==> src/rtl/core/pidc_pkg.sv <==
`default_nettype none

package pidc_pkg;

	// Fixed-point format of the gains
	localparam int FRAC_BITS = 12;

	// Field and register widths
	localparam int MEAS_W   = 16;
	localparam int GAIN_W   = 24;
	localparam int LIMIT_W  = 31;
	localparam int DRIVE_W  = 32;
	localparam int ERR_W    = MEAS_W + 1;
	localparam int DIFF_W   = ERR_W + 1;
	localparam int CFG_W    = 32;
	localparam int CFG_IDX_W = 3;

	// Register reset values
	localparam logic [LIMIT_W-1:0]        INTEG_LIMIT_RST = 31'd1000;
	localparam logic signed [DRIVE_W-1:0] DRIVE_UPPER_RST = 32'sd1000;
	localparam logic signed [DRIVE_W-1:0] DRIVE_LOWER_RST = -32'sd1000;

	// Configuration register indexes
	typedef enum logic [CFG_IDX_W-1:0] {
		REG_TARGET      = 3'd0,
		REG_PROP_GAIN   = 3'd1,
		REG_INTEG_GAIN  = 3'd2,
		REG_DERIV_GAIN  = 3'd3,
		REG_INTEG_LIMIT = 3'd4,
		REG_DRIVE_UPPER = 3'd5,
		REG_DRIVE_LOWER = 3'd6
	} cfg_idx_t;

endpackage

`default_nettype wire

==> src/rtl/core/pid_controller_clamped.sv <==
`default_nettype none

// Positional PID controller with anti-windup clamp. Each input beat carries
// one signed feedback sample; the block forms error = target_value - measured,
// adds (integ_gain*error)>>12 to its stored integral (clamped to
// +-integ_limit), and returns (prop_gain*error)>>12 + integral +
// (deriv_gain*(error - previous error))>>12 clamped to [drive_lower,
// drive_upper], one output beat per input beat. Gains are signed Q12 and each
// product is shifted (floor) on its own. The block takes one beat per clock
// while the output side accepts; a result passes from the input register
// through the three multipliers and the integral and drive clamps into the
// output register. Reset clears the integral and the previous error; the
// user must write registers only while no beat is in flight, which the
// block itself does not enforce.
module pid_controller_clamped
	import pidc_pkg::*;
(
	input  wire logic                 clk,
	input  wire logic                 arst_n,
	// slave side: tdata = measured[15:0]
	input  wire logic                 s_axis_tvalid,
	output logic                      s_axis_tready,
	input  wire logic [MEAS_W-1:0]    s_axis_tdata,
	// master side: tdata = drive[31:0]
	output logic                      m_axis_tvalid,
	input  wire logic                 m_axis_tready,
	output logic [DRIVE_W-1:0]        m_axis_tdata,
	// configuration write port
	input  wire logic                 cfg_wr_en,
	input  wire logic [CFG_IDX_W-1:0] cfg_index,
	input  wire logic [CFG_W-1:0]     cfg_wdata
);

	// Configuration registers
	logic signed [MEAS_W-1:0]  target_q;
	logic signed [GAIN_W-1:0]  prop_gain_q;
	logic signed [GAIN_W-1:0]  integ_gain_q;
	logic signed [GAIN_W-1:0]  deriv_gain_q;
	logic [LIMIT_W-1:0]        integ_limit_q;
	logic signed [DRIVE_W-1:0] drive_upper_q;
	logic signed [DRIVE_W-1:0] drive_lower_q;

	// Controller state
	logic signed [DRIVE_W-1:0] integ_sum_q;
	logic signed [ERR_W-1:0]   prev_err_q;

	// Input and output registers
	logic                      valid_s1;
	logic signed [MEAS_W-1:0]  meas_s1;
	logic                      valid_s2;
	logic [DRIVE_W-1:0]        drive_s2;

	logic                      advance;

	// Datapath signals
	logic signed [ERR_W-1:0]         err;
	logic signed [DIFF_W-1:0]        diff;
	logic signed [GAIN_W+ERR_W-1:0]  prop_prod;
	logic signed [GAIN_W+ERR_W-1:0]  integ_prod;
	logic signed [GAIN_W+DIFF_W-1:0] deriv_prod;
	logic signed [GAIN_W+ERR_W-FRAC_BITS-1:0]  prop_sh;
	logic signed [GAIN_W+ERR_W-FRAC_BITS-1:0]  integ_sh;
	logic signed [GAIN_W+DIFF_W-FRAC_BITS-1:0] deriv_sh;
	logic signed [DRIVE_W:0]   lim_pos;
	logic signed [DRIVE_W:0]   lim_neg;
	logic signed [DRIVE_W:0]   integ_raw;
	logic signed [DRIVE_W-1:0] integ_new;
	logic signed [DRIVE_W+1:0] sum_raw;
	logic signed [DRIVE_W+1:0] sum_clamped;

	// Handshake: the input register moves on when the output register is free
	assign advance       = valid_s1 && (!valid_s2 || m_axis_tready);
	assign s_axis_tready = !valid_s1 || advance;
	assign m_axis_tvalid = valid_s2;
	assign m_axis_tdata  = drive_s2;

	// Configuration writes; unknown indexes are dropped
	always_ff @(posedge clk or negedge arst_n) begin
		if (!arst_n) begin
			target_q      <= '0;
			prop_gain_q   <= '0;
			integ_gain_q  <= '0;
			deriv_gain_q  <= '0;
			integ_limit_q <= INTEG_LIMIT_RST;
			drive_upper_q <= DRIVE_UPPER_RST;
			drive_lower_q <= DRIVE_LOWER_RST;
		end else if (cfg_wr_en) begin
			unique case (cfg_idx_t'(cfg_index))
				REG_TARGET:      target_q      <= cfg_wdata[MEAS_W-1:0];
				REG_PROP_GAIN:   prop_gain_q   <= cfg_wdata[GAIN_W-1:0];
				REG_INTEG_GAIN:  integ_gain_q  <= cfg_wdata[GAIN_W-1:0];
				REG_DERIV_GAIN:  deriv_gain_q  <= cfg_wdata[GAIN_W-1:0];
				REG_INTEG_LIMIT: integ_limit_q <= cfg_wdata[LIMIT_W-1:0];
				REG_DRIVE_UPPER: drive_upper_q <= cfg_wdata[DRIVE_W-1:0];
				REG_DRIVE_LOWER: drive_lower_q <= cfg_wdata[DRIVE_W-1:0];
				default: begin
				end
			endcase
		end
	end

	// Error and its change since the last sample
	always_comb begin
		err  = ERR_W'(target_q) - ERR_W'(meas_s1);
		diff = DIFF_W'(err) - DIFF_W'(prev_err_q);
	end

	// Gain products, each floored by the Q12 shift
	always_comb begin
		prop_prod  = (GAIN_W+ERR_W)'(prop_gain_q) * (GAIN_W+ERR_W)'(err);
		integ_prod = (GAIN_W+ERR_W)'(integ_gain_q) * (GAIN_W+ERR_W)'(err);
		deriv_prod = (GAIN_W+DIFF_W)'(deriv_gain_q) * (GAIN_W+DIFF_W)'(diff);
		prop_sh    = prop_prod[GAIN_W+ERR_W-1:FRAC_BITS];
		integ_sh   = integ_prod[GAIN_W+ERR_W-1:FRAC_BITS];
		deriv_sh   = deriv_prod[GAIN_W+DIFF_W-1:FRAC_BITS];
	end

	// Integral update with anti-windup clamp, upper bound first
	always_comb begin
		lim_pos   = (DRIVE_W+1)'(integ_limit_q);
		lim_neg   = -lim_pos;
		integ_raw = (DRIVE_W+1)'(integ_sum_q) + (DRIVE_W+1)'(integ_sh);
		priority if (integ_raw > lim_pos) begin
			integ_new = DRIVE_W'(lim_pos);
		end else if (integ_raw < lim_neg) begin
			integ_new = DRIVE_W'(lim_neg);
		end else begin
			integ_new = DRIVE_W'(integ_raw);
		end
	end

	// Output sum and drive clamp, upper bound first
	always_comb begin
		sum_raw = (DRIVE_W+2)'(prop_sh) + (DRIVE_W+2)'(integ_new)
			+ (DRIVE_W+2)'(deriv_sh);
		priority if (sum_raw > (DRIVE_W+2)'(drive_upper_q)) begin
			sum_clamped = (DRIVE_W+2)'(drive_upper_q);
		end else if (sum_raw < (DRIVE_W+2)'(drive_lower_q)) begin
			sum_clamped = (DRIVE_W+2)'(drive_lower_q);
		end else begin
			sum_clamped = sum_raw;
		end
	end

	// Control: valid flags and controller state
	always_ff @(posedge clk or negedge arst_n) begin
		if (!arst_n) begin
			valid_s1    <= 1'b0;
			valid_s2    <= 1'b0;
			integ_sum_q <= '0;
			prev_err_q  <= '0;
		end else begin
			if (s_axis_tready) begin
				valid_s1 <= s_axis_tvalid;
			end
			if (advance) begin
				valid_s2    <= 1'b1;
				integ_sum_q <= integ_new;
				prev_err_q  <= err;
			end else if (m_axis_tready) begin
				valid_s2 <= 1'b0;
			end
		end
	end

	// Payload registers
	always_ff @(posedge clk) begin
		if (s_axis_tready && s_axis_tvalid) begin
			meas_s1 <= s_axis_tdata;
		end
		if (advance) begin
			drive_s2 <= sum_clamped[DRIVE_W-1:0];
		end
	end

	// Assertions
	a_integ_bounded: assert property (@(posedge clk) disable iff (!arst_n)
		advance |=> ((DRIVE_W+1)'(integ_sum_q) <= $past(lim_pos))
			&& ((DRIVE_W+1)'(integ_sum_q) >= $past(lim_neg)))
		else $error("integral left its clamp range");

	a_prev_err: assert property (@(posedge clk) disable iff (!arst_n)
		advance |=> (prev_err_q == $past(err)))
		else $error("previous error not taken from the last beat");

	a_result_shown: assert property (@(posedge clk) disable iff (!arst_n)
		advance |=> m_axis_tvalid)
		else $error("result lost after the single pass");

	a_drive_bounded: assert property (@(posedge clk) disable iff (!arst_n)
		(m_axis_tvalid && (drive_lower_q <= drive_upper_q)) |->
			(($signed(m_axis_tdata) <= drive_upper_q)
			&& ($signed(m_axis_tdata) >= drive_lower_q)))
		else $error("drive outside its bounds");

	a_ready_when_empty: assert property (@(posedge clk) disable iff (!arst_n)
		!valid_s1 |-> s_axis_tready)
		else $error("input stalled with an empty input register");

endmodule

`default_nettype wire

==> config.mk <==
export PLATFORM = sky130hd
export DESIGN_NAME = pid_controller_clamped
export DESIGN_NICKNAME = d
export VERILOG_FILES = /design/src/rtl/core/pidc_pkg.sv /design/src/rtl/core/pid_controller_clamped.sv
export SDC_FILE = /design/constraint.sdc
export NUM_CORES = 2
export LEC_CHECK = 0
export BUFFER_PORTS_ARGS = -buffer_cell sky130_fd_sc_hd__buf_2
export CAP_MARGIN = 0
export CORE_MARGIN = 2
export CORE_UTILIZATION = 65
export CTS_BUF_LIST = sky130_fd_sc_hd__clkbuf_8
export DETAILED_ROUTE_END_ITERATION = 16
export PLACE_DENSITY = 0.82
export SETUP_SLACK_MARGIN = 0.4
export SLEW_MARGIN = 15
export SYNTH_ARGS = -nofsm -noshare
export SYNTH_HDL_FRONTEND = slang
export SYNTH_SLANG_ARGS = --single-unit
==> constraint.sdc <==
create_clock -name clk -period 43.8 [get_ports clk]
set_input_delay 6.57 -clock clk [delete_from_list [all_inputs] [get_ports clk]]
set_output_delay 6.57 -clock clk [all_outputs]
set_load 0.05 [all_outputs]
Yosys cells after proc, flatten, opt, wreduce, memory -nomap -nowiden:

Index checks and enable logic that the tools add are counted.

* $add $sub $neg: 6
* equal/unequal tests: 6
* multiplexer cells: 6
* magnitude comparators: 4
* div/mod/pow operators: 0
* multipliers: 3
* reduce and logical (&&, ||, !) cells: 15
* shift-type cells: 0
* bitwise logic cells: 0

Operators with widths (number)
* 32-bit two-way mux: 4
* 24-bit by 17-bit multiplier with 41-bit output: 2
* 24-bit by 18-bit multiplier with 42-bit output: 1
* 33-bit by 30-bit adder with 34-bit output: 1
* 34-bit by 32-bit > comparator with 1-bit output: 1
* 34-bit by 32-bit < comparator with 1-bit output: 1
* 29-bit by 32-bit adder with 33-bit output: 1
* 32-bit by 29-bit adder with 33-bit output: 1
* 33-bit by 32-bit > comparator with 1-bit output: 1
* 33-bit < comparator: 1
* 31-bit negation with 33-bit output: 1
* 17-bit by 17-bit subtractor with 18-bit output: 1
* 16-bit by 16-bit subtractor with 17-bit output: 1
* 2-bit AND reduction: 7
* 3-bit equality test (second input constant): 3
* 3-bit by 2-bit equality test with 1-bit output (second input constant): 2
* 3-bit by 1-bit equality test with 1-bit output (second input constant): 1
* 3-bit logical NOT: 1
* 1-bit logical AND: 2
* 1-bit logical NOT: 2
* 1-bit logical OR: 2
* 1-bit two-way mux: 2
* 2-bit nonzero test: 1

* RAM bits: 0
* bits of input ports: 56
* memories: 0
* bits in latches: 0
* output and inout port bits: 34
* flip-flop bits (word level): 282
* word-level logic and storage cells: 53
* bits in read-only memories: 0

Depth between registers and ports, before layout:

* depth in word-level cells: 11
* gate-level depth with buffers: 85
* depth with buffers taken out: 80

Worst setup path after synthesis:

OpenSTA, ideal clock, no wires.

* path kind: register to register
* start point: reg meas_s1[0]
* end point: reg drive_s2[10] (netlist: m_axis_tdata[10]), data pin
* data required time: 43.521 ns
* arrival time: 16.944 ns
* slack: 26.577 ns
* path buffers: 5
* setup time: 0.279 ns
* period minus slack after synthesis: 17.223 ns
* cell stages (with the launch flop): 75
* cell sequence: edfxtp_1 ha_1 fa_1 nor2b_1 o21ai_0 a21boi_0 o21ai_0 nand2b_1 a21oi_1 o2111ai_1 a31o_2 a21oi_1 xnor2_1 clkbuf_1 nand2_1 fa_1 fa_1 inv_1 [... 39 more ...] a21o_1 a21oi_1 o211a_1 o21ai_0 o311a_1 o2111ai_1 nand2_1 a2111o_1 a311oi_1 o21bai_1 xor2_1 ha_1 nand4_1 or3_1 a41oi_1 clkbuf_1 mux2i_1 mux2i_1

* longest elaborated chain between the ends: 11
* elaborated cells on any way between the ends: 16
* classes of those cells: 5 x add/sub; 3 x mul; 4 x order compare; 4 x mux

RTL lines
* from (decl): line pid_controller_clamped.sv:49 `logic signed [MEAS_W-1:0] meas_s1;`
* from (signal assigned): line pid_controller_clamped.sv:169 `meas_s1 <= s_axis_tdata;`
* 16-bit by 16-bit subtractor with 17-bit output (*): line pid_controller_clamped.sv:104 `err = ERR_W'(target_q) - ERR_W'(meas_s1);`
* named net err[14]: line pid_controller_clamped.sv:56 `logic signed [ERR_W-1:0] err;`
* 24-bit by 17-bit multiplier with 41-bit output (*): line pid_controller_clamped.sv:111 `integ_prod = (GAIN_W+ERR_W)'(integ_gain_q) * (GAIN_W+ERR_W)'(err);`
* 32-bit by 29-bit adder with 33-bit output (*): line pid_controller_clamped.sv:122 `integ_raw = (DRIVE_W+1)'(integ_sum_q) + (DRIVE_W+1)'(integ_sh);`
* 33-bit < comparator: line pid_controller_clamped.sv:125 `end else if (integ_raw < lim_neg) begin`
* 32-bit two-way mux: line pid_controller_clamped.sv:125
* 32-bit two-way mux (*): line pid_controller_clamped.sv:123 `priority if (integ_raw > lim_pos) begin`
* named net integ_new[2]: line pid_controller_clamped.sv:67 `logic signed [DRIVE_W-1:0] integ_new;`
* 29-bit by 32-bit adder with 33-bit output (*): line pid_controller_clamped.sv:134 `sum_raw = (DRIVE_W+2)'(prop_sh) + (DRIVE_W+2)'(integ_new)`
* 33-bit by 30-bit adder with 34-bit output (*): line pid_controller_clamped.sv:135 `+ (DRIVE_W+2)'(deriv_sh);`
* 34-bit by 32-bit < comparator with 1-bit output: line pid_controller_clamped.sv:138 `end else if (sum_raw < (DRIVE_W+2)'(drive_lower_q)) begin`
* 32-bit two-way mux: line pid_controller_clamped.sv:138
* 32-bit two-way mux (*): line pid_controller_clamped.sv:136 `priority if (sum_raw > (DRIVE_W+2)'(drive_upper_q)) begin`
* named net sum_clamped[10]: line pid_controller_clamped.sv:69 `logic signed [DRIVE_W+1:0] sum_clamped;`
* to (signal assigned): line pid_controller_clamped.sv:172 `drive_s2 <= sum_clamped[DRIVE_W-1:0];`
* to (decl): line pid_controller_clamped.sv:51 `logic [DRIVE_W-1:0] drive_s2;`

The timed path passes the listed nets; every way through them passes the cells marked *.
A chain may end at the register's enable or synchronous reset.

Worst setup path after layout:

* start point: reg meas_s1[1]
* end point: reg drive_s2[0] (netlist: m_axis_tdata[0]), data pin

* longest elaborated chain between the ends: 11
* elaborated cells on any way between the ends: 16
* classes of those cells: 5 x add/sub; 3 x mul; 4 x order compare; 4 x mux

RTL lines (line)
* 16-bit by 16-bit subtractor with 17-bit output (*): pid_controller_clamped.sv:104
* 24-bit by 17-bit multiplier with 41-bit output (*): pid_controller_clamped.sv:111
* 32-bit by 29-bit adder with 33-bit output (*): pid_controller_clamped.sv:122
* 33-bit < comparator: pid_controller_clamped.sv:125
* 32-bit two-way mux: pid_controller_clamped.sv:125
* 32-bit two-way mux (*): pid_controller_clamped.sv:123
* named net integ_new[0]: pid_controller_clamped.sv:67
* 29-bit by 32-bit adder with 33-bit output (*): pid_controller_clamped.sv:134
* 33-bit by 30-bit adder with 34-bit output (*): pid_controller_clamped.sv:135
* 34-bit by 32-bit < comparator with 1-bit output: pid_controller_clamped.sv:138
* 32-bit two-way mux: pid_controller_clamped.sv:138
* 32-bit two-way mux (*): pid_controller_clamped.sv:136
* named net sum_clamped[0]: pid_controller_clamped.sv:69

Marked as above.

==> flow_metrics.tcl <==
set metrics [dict create \
    detailroute.via_count 47300 \
    hold_path_class "register to register" \
    fp-row-count 114 \
    h-tree-depth 2 \
    fp.dieW_um 316 \
    wire_per_inst_um 21.3 \
    rr_startpoint "meas_s1[1]" \
    required_ns 44.27 \
    antenna_found_initial 15 \
    clk_latency_ns 0.75 \
    clock-sinks 282 \
    fillCellCount 7371 \
    muxShareOfSynthArea 0.0384 \
    cp_max_fo 50 \
    ctsResizeCount 0 \
    grt_usage 0.358 \
    area_growth_pct 4.55 \
    grt_pass1_wl_um 276000 \
    gp_congestion 0.939 \
    synth_area_mm2 0.0633 \
    finClkSkew_ns 0.110 \
    finalCritPeriodShare 0.473 \
    numCtsBuffers 53 \
    tightestPinTransition_ns 1.19 \
    synth-xor-area-share 0.0287 \
    start_util 0.655 \
    yosys.area_share.simple 0.146 \
    setup.worst_path.class "register to register" \
    seq_area_mm2 0.00734 \
    crit_arrival_ns 21.19 \
    async_reset_ff_frac 0.830 \
    drtIter0Drc 3845 \
    synth_compound_area_frac 0.0683 \
    ys_types 89 \
    wl_um 170000 \
    dieArea_mm2 0.0999 \
    synth-edff-count 48 \
    layout_common_cells "inv_1, fa_1, nand2_1, ha_1, and2_1" \
    dp_worst_setup_slack_ns 23.44 \
    synth_flop_cell "dfrtp_1" \
    nNetsFinal 8493 \
    synth_top_family_by_area "adder cells" \
    finalHoldViolCount 0 \
    post-route-util 0.685 \
    grt_pass1_vias 51400 \
    tritoncts "yes" \
    hp-start "prev_err_q[16]" \
    synthAdderAreaFrac 0.501 \
    ys_seq_area_frac 0.116 \
    pin_count 90 \
    hold-path-cell-count 2 \
    timing.fmax_mhz 48.3 \
    clkTransAtPathRegs_ns 0.07 \
    relSlewSlack 0.209 \
    holdPathEnd "prev_err_q[16]" \
    dp_hpwl_um 133000 \
    drive_gt1_frac 0.0769 \
    slew_viol_final 0 \
    postCtsHoldBufs 0 \
    grt.overflow.total 0 \
    drv_cap 0 \
    fin_tns_setup_ns 0 \
    worstReg2RegEnd "m_axis_tdata[0]" \
    multi_input_area_mm2 0.0498 \
    syn_area_per_cell_um2 9.39 \
    min_period_ns 20.72 \
    syn_nets 8576 \
    clockBufferDepth 3 \
    via_per_inst 5.92 \
    ys_ff_latch 282 \
    rsz0062_at_grt "no" \
    layout_commonest_cell "inv_1" \
    drcViolationCount 0 \
    finalWorstSetupSlack_ns 23.08 \
    critPathSlowestCell "a31oi_1" \
    grt_max_degree 74 \
    reg2reg_depth 73 \
    portBuffers 89 \
    r2r_slack_ns 23.08 \
    crit_top_cell "fa_1" \
    startpoint_type "register" \
    drt_pass1_iterations 6 \
    finalSetupViolCount 0 \
    core_area_mm2 0.0966 \
    endpoint_kind "register" \
    status "finished clean" \
    postSynthCellCount 6740 \
    ys_warn_count 0 \
    postCtsSetupBuffers 0 \
    postRouteAntennaNets 0 \
    root_buffer "clkbuf_8" \
    die_y_um 316 \
    cpPeakStageDelay_ns 0.58 \
]
==> Yosys cell counts, types with 34 or more instances <==
| cell | n | share of area |
|---|---|---|
| xor2_1 | 57 | 0.0079 |
| fa_1 | 1260 | 0.40 |
| o31ai_1 | 35 | 0.0042 |
| nor2b_1 | 131 | 0.013 |
| ha_1 | 520 | 0.10 |
| nand2_1 | 861 | 0.051 |
| nand3_1 | 39 | 0.0031 |
| or2_2 | 39 | 0.0039 |
| xnor2_1 | 148 | 0.020 |
| dfstp_2 | 36 | 0.015 |
| mux2i_1 | 66 | 0.010 |
| nand2b_1 | 95 | 0.0094 |
| nand4_1 | 34 | 0.0034 |
| inv_1 | 1421 | 0.084 |
| clkbuf_1 | 258 | 0.015 |
| a21o_1 | 96 | 0.011 |
| and2_1 | 358 | 0.035 |
| o21ai_0 | 144 | 0.011 |
| dfrtp_1 | 198 | 0.078 |
| mux2_2 | 157 | 0.028 |
| edfxtp_1 | 48 | 0.023 |
| nor3_1 | 61 | 0.0048 |
| nor2_1 | 183 | 0.011 |
| a21oi_1 | 164 | 0.013 |
==> metal layers <==
| layer | routed length [µm] | global-route usage | vias up |
|---|---|---|---|
| li1 | - | - | 20500 |
| met1 | 63200 | 0.449 | 23900 |
| met2 | 79700 | 0.572 | 2200 |
| met3 | 15900 | 0.0830 | 597 |
| met4 | 11500 | 0.208 | 14 |
| met5 | 143 | 0 | - |
==> state kept, by name, indices dropped and copies added (netlist names), 16 cells and up <==
name and count:
deriv_gain_q 24, drive_lower_q 32, drive_upper_q 32, integ_gain_q 24, integ_limit_q 31, integ_sum_q 32, m_axis_tdata 32, meas_s1 16
prev_err_q 17, prop_gain_q 24, target_q 16
==> through the flow <==
| stage | hold WS (ns) | instance area (µm²) | cells |
|---|---|---|---|
| floorplan | 0.450 | 63300 | 6740 |
| finish | 0.491 | 66100 | 7985 |
| CTS | 0.493 | 66100 | 7977 |
| detailed placement | 0.480 | 65000 | 7878 |
| global placement | 0.475 | 65000 | 7878 |
| global route | 0.519 | 66100 | 7980 |
==> worst max path at each step <==
| stage | start | end | slack (ns) |
|---|---|---|---|
| 4_1_cts | meas_s1[1] | m_axis_tdata[0] | 23.38 |
| 3_3_place_gp | meas_s1[1] | m_axis_tdata[0] | 23.98 |
| 2_1_floorplan | meas_s1[0] | m_axis_tdata[10] | 26.58 |
| 3_5_place_dp | meas_s1[1] | m_axis_tdata[0] | 23.44 |
| 5_1_grt | meas_s1[1] | m_axis_tdata[0] | 21.79 |
| 6_report | meas_s1[1] | m_axis_tdata[0] | 23.08 |
==> final cells by class <==
type / count / area share
sequential: 282 / 0.111
multi-input combinational: 4751 / 0.753
inverter: 1422 / 0.0807
antenna: 8 / 0.000303
clock buffer: 63 / 0.0131
tap: 1276 / 0.0241
timing repair buffer: 147 / 0.0135
clock inverter: 36 / 0.00433
==> kinds of logic (layout without fill, tap and decap cells) <==
| kind of cell | Yosys count | count (layout) |
|---|---|---|
| xor gates and xnor gates | 206 | 206 |
| AOI/OAI and AO/OA | 649 | 649 |
| DFF | 282 | 282 |
| adders and majority gates | 1780 | 1780 |
| muxes | 223 | 223 |
| other | 0 | 8 |
| and+or+nand+nor | 1893 | 1893 |
| buffers and inverters | 1707 | 1668 |
==> worst max-delay path, delay by kind of cell (launching register included) <==
family / cells / cell delay (ns)
multiplexers: 2 / 0.66
AO/OA/AOI/OAI: 30 / 8.38
XOR/XNOR: 4 / 0.65
flip-flops: 1 / 0.38
buffers and inverters: 8 / 1.61
AND/OR/NAND/NOR: 15 / 3.44
adder cells (fa/ha/maj): 14 / 5.28
Power is left out: the tool's default activity adds up to more than one toggle a clock period on the data nets, which glitch-free logic cannot reach.
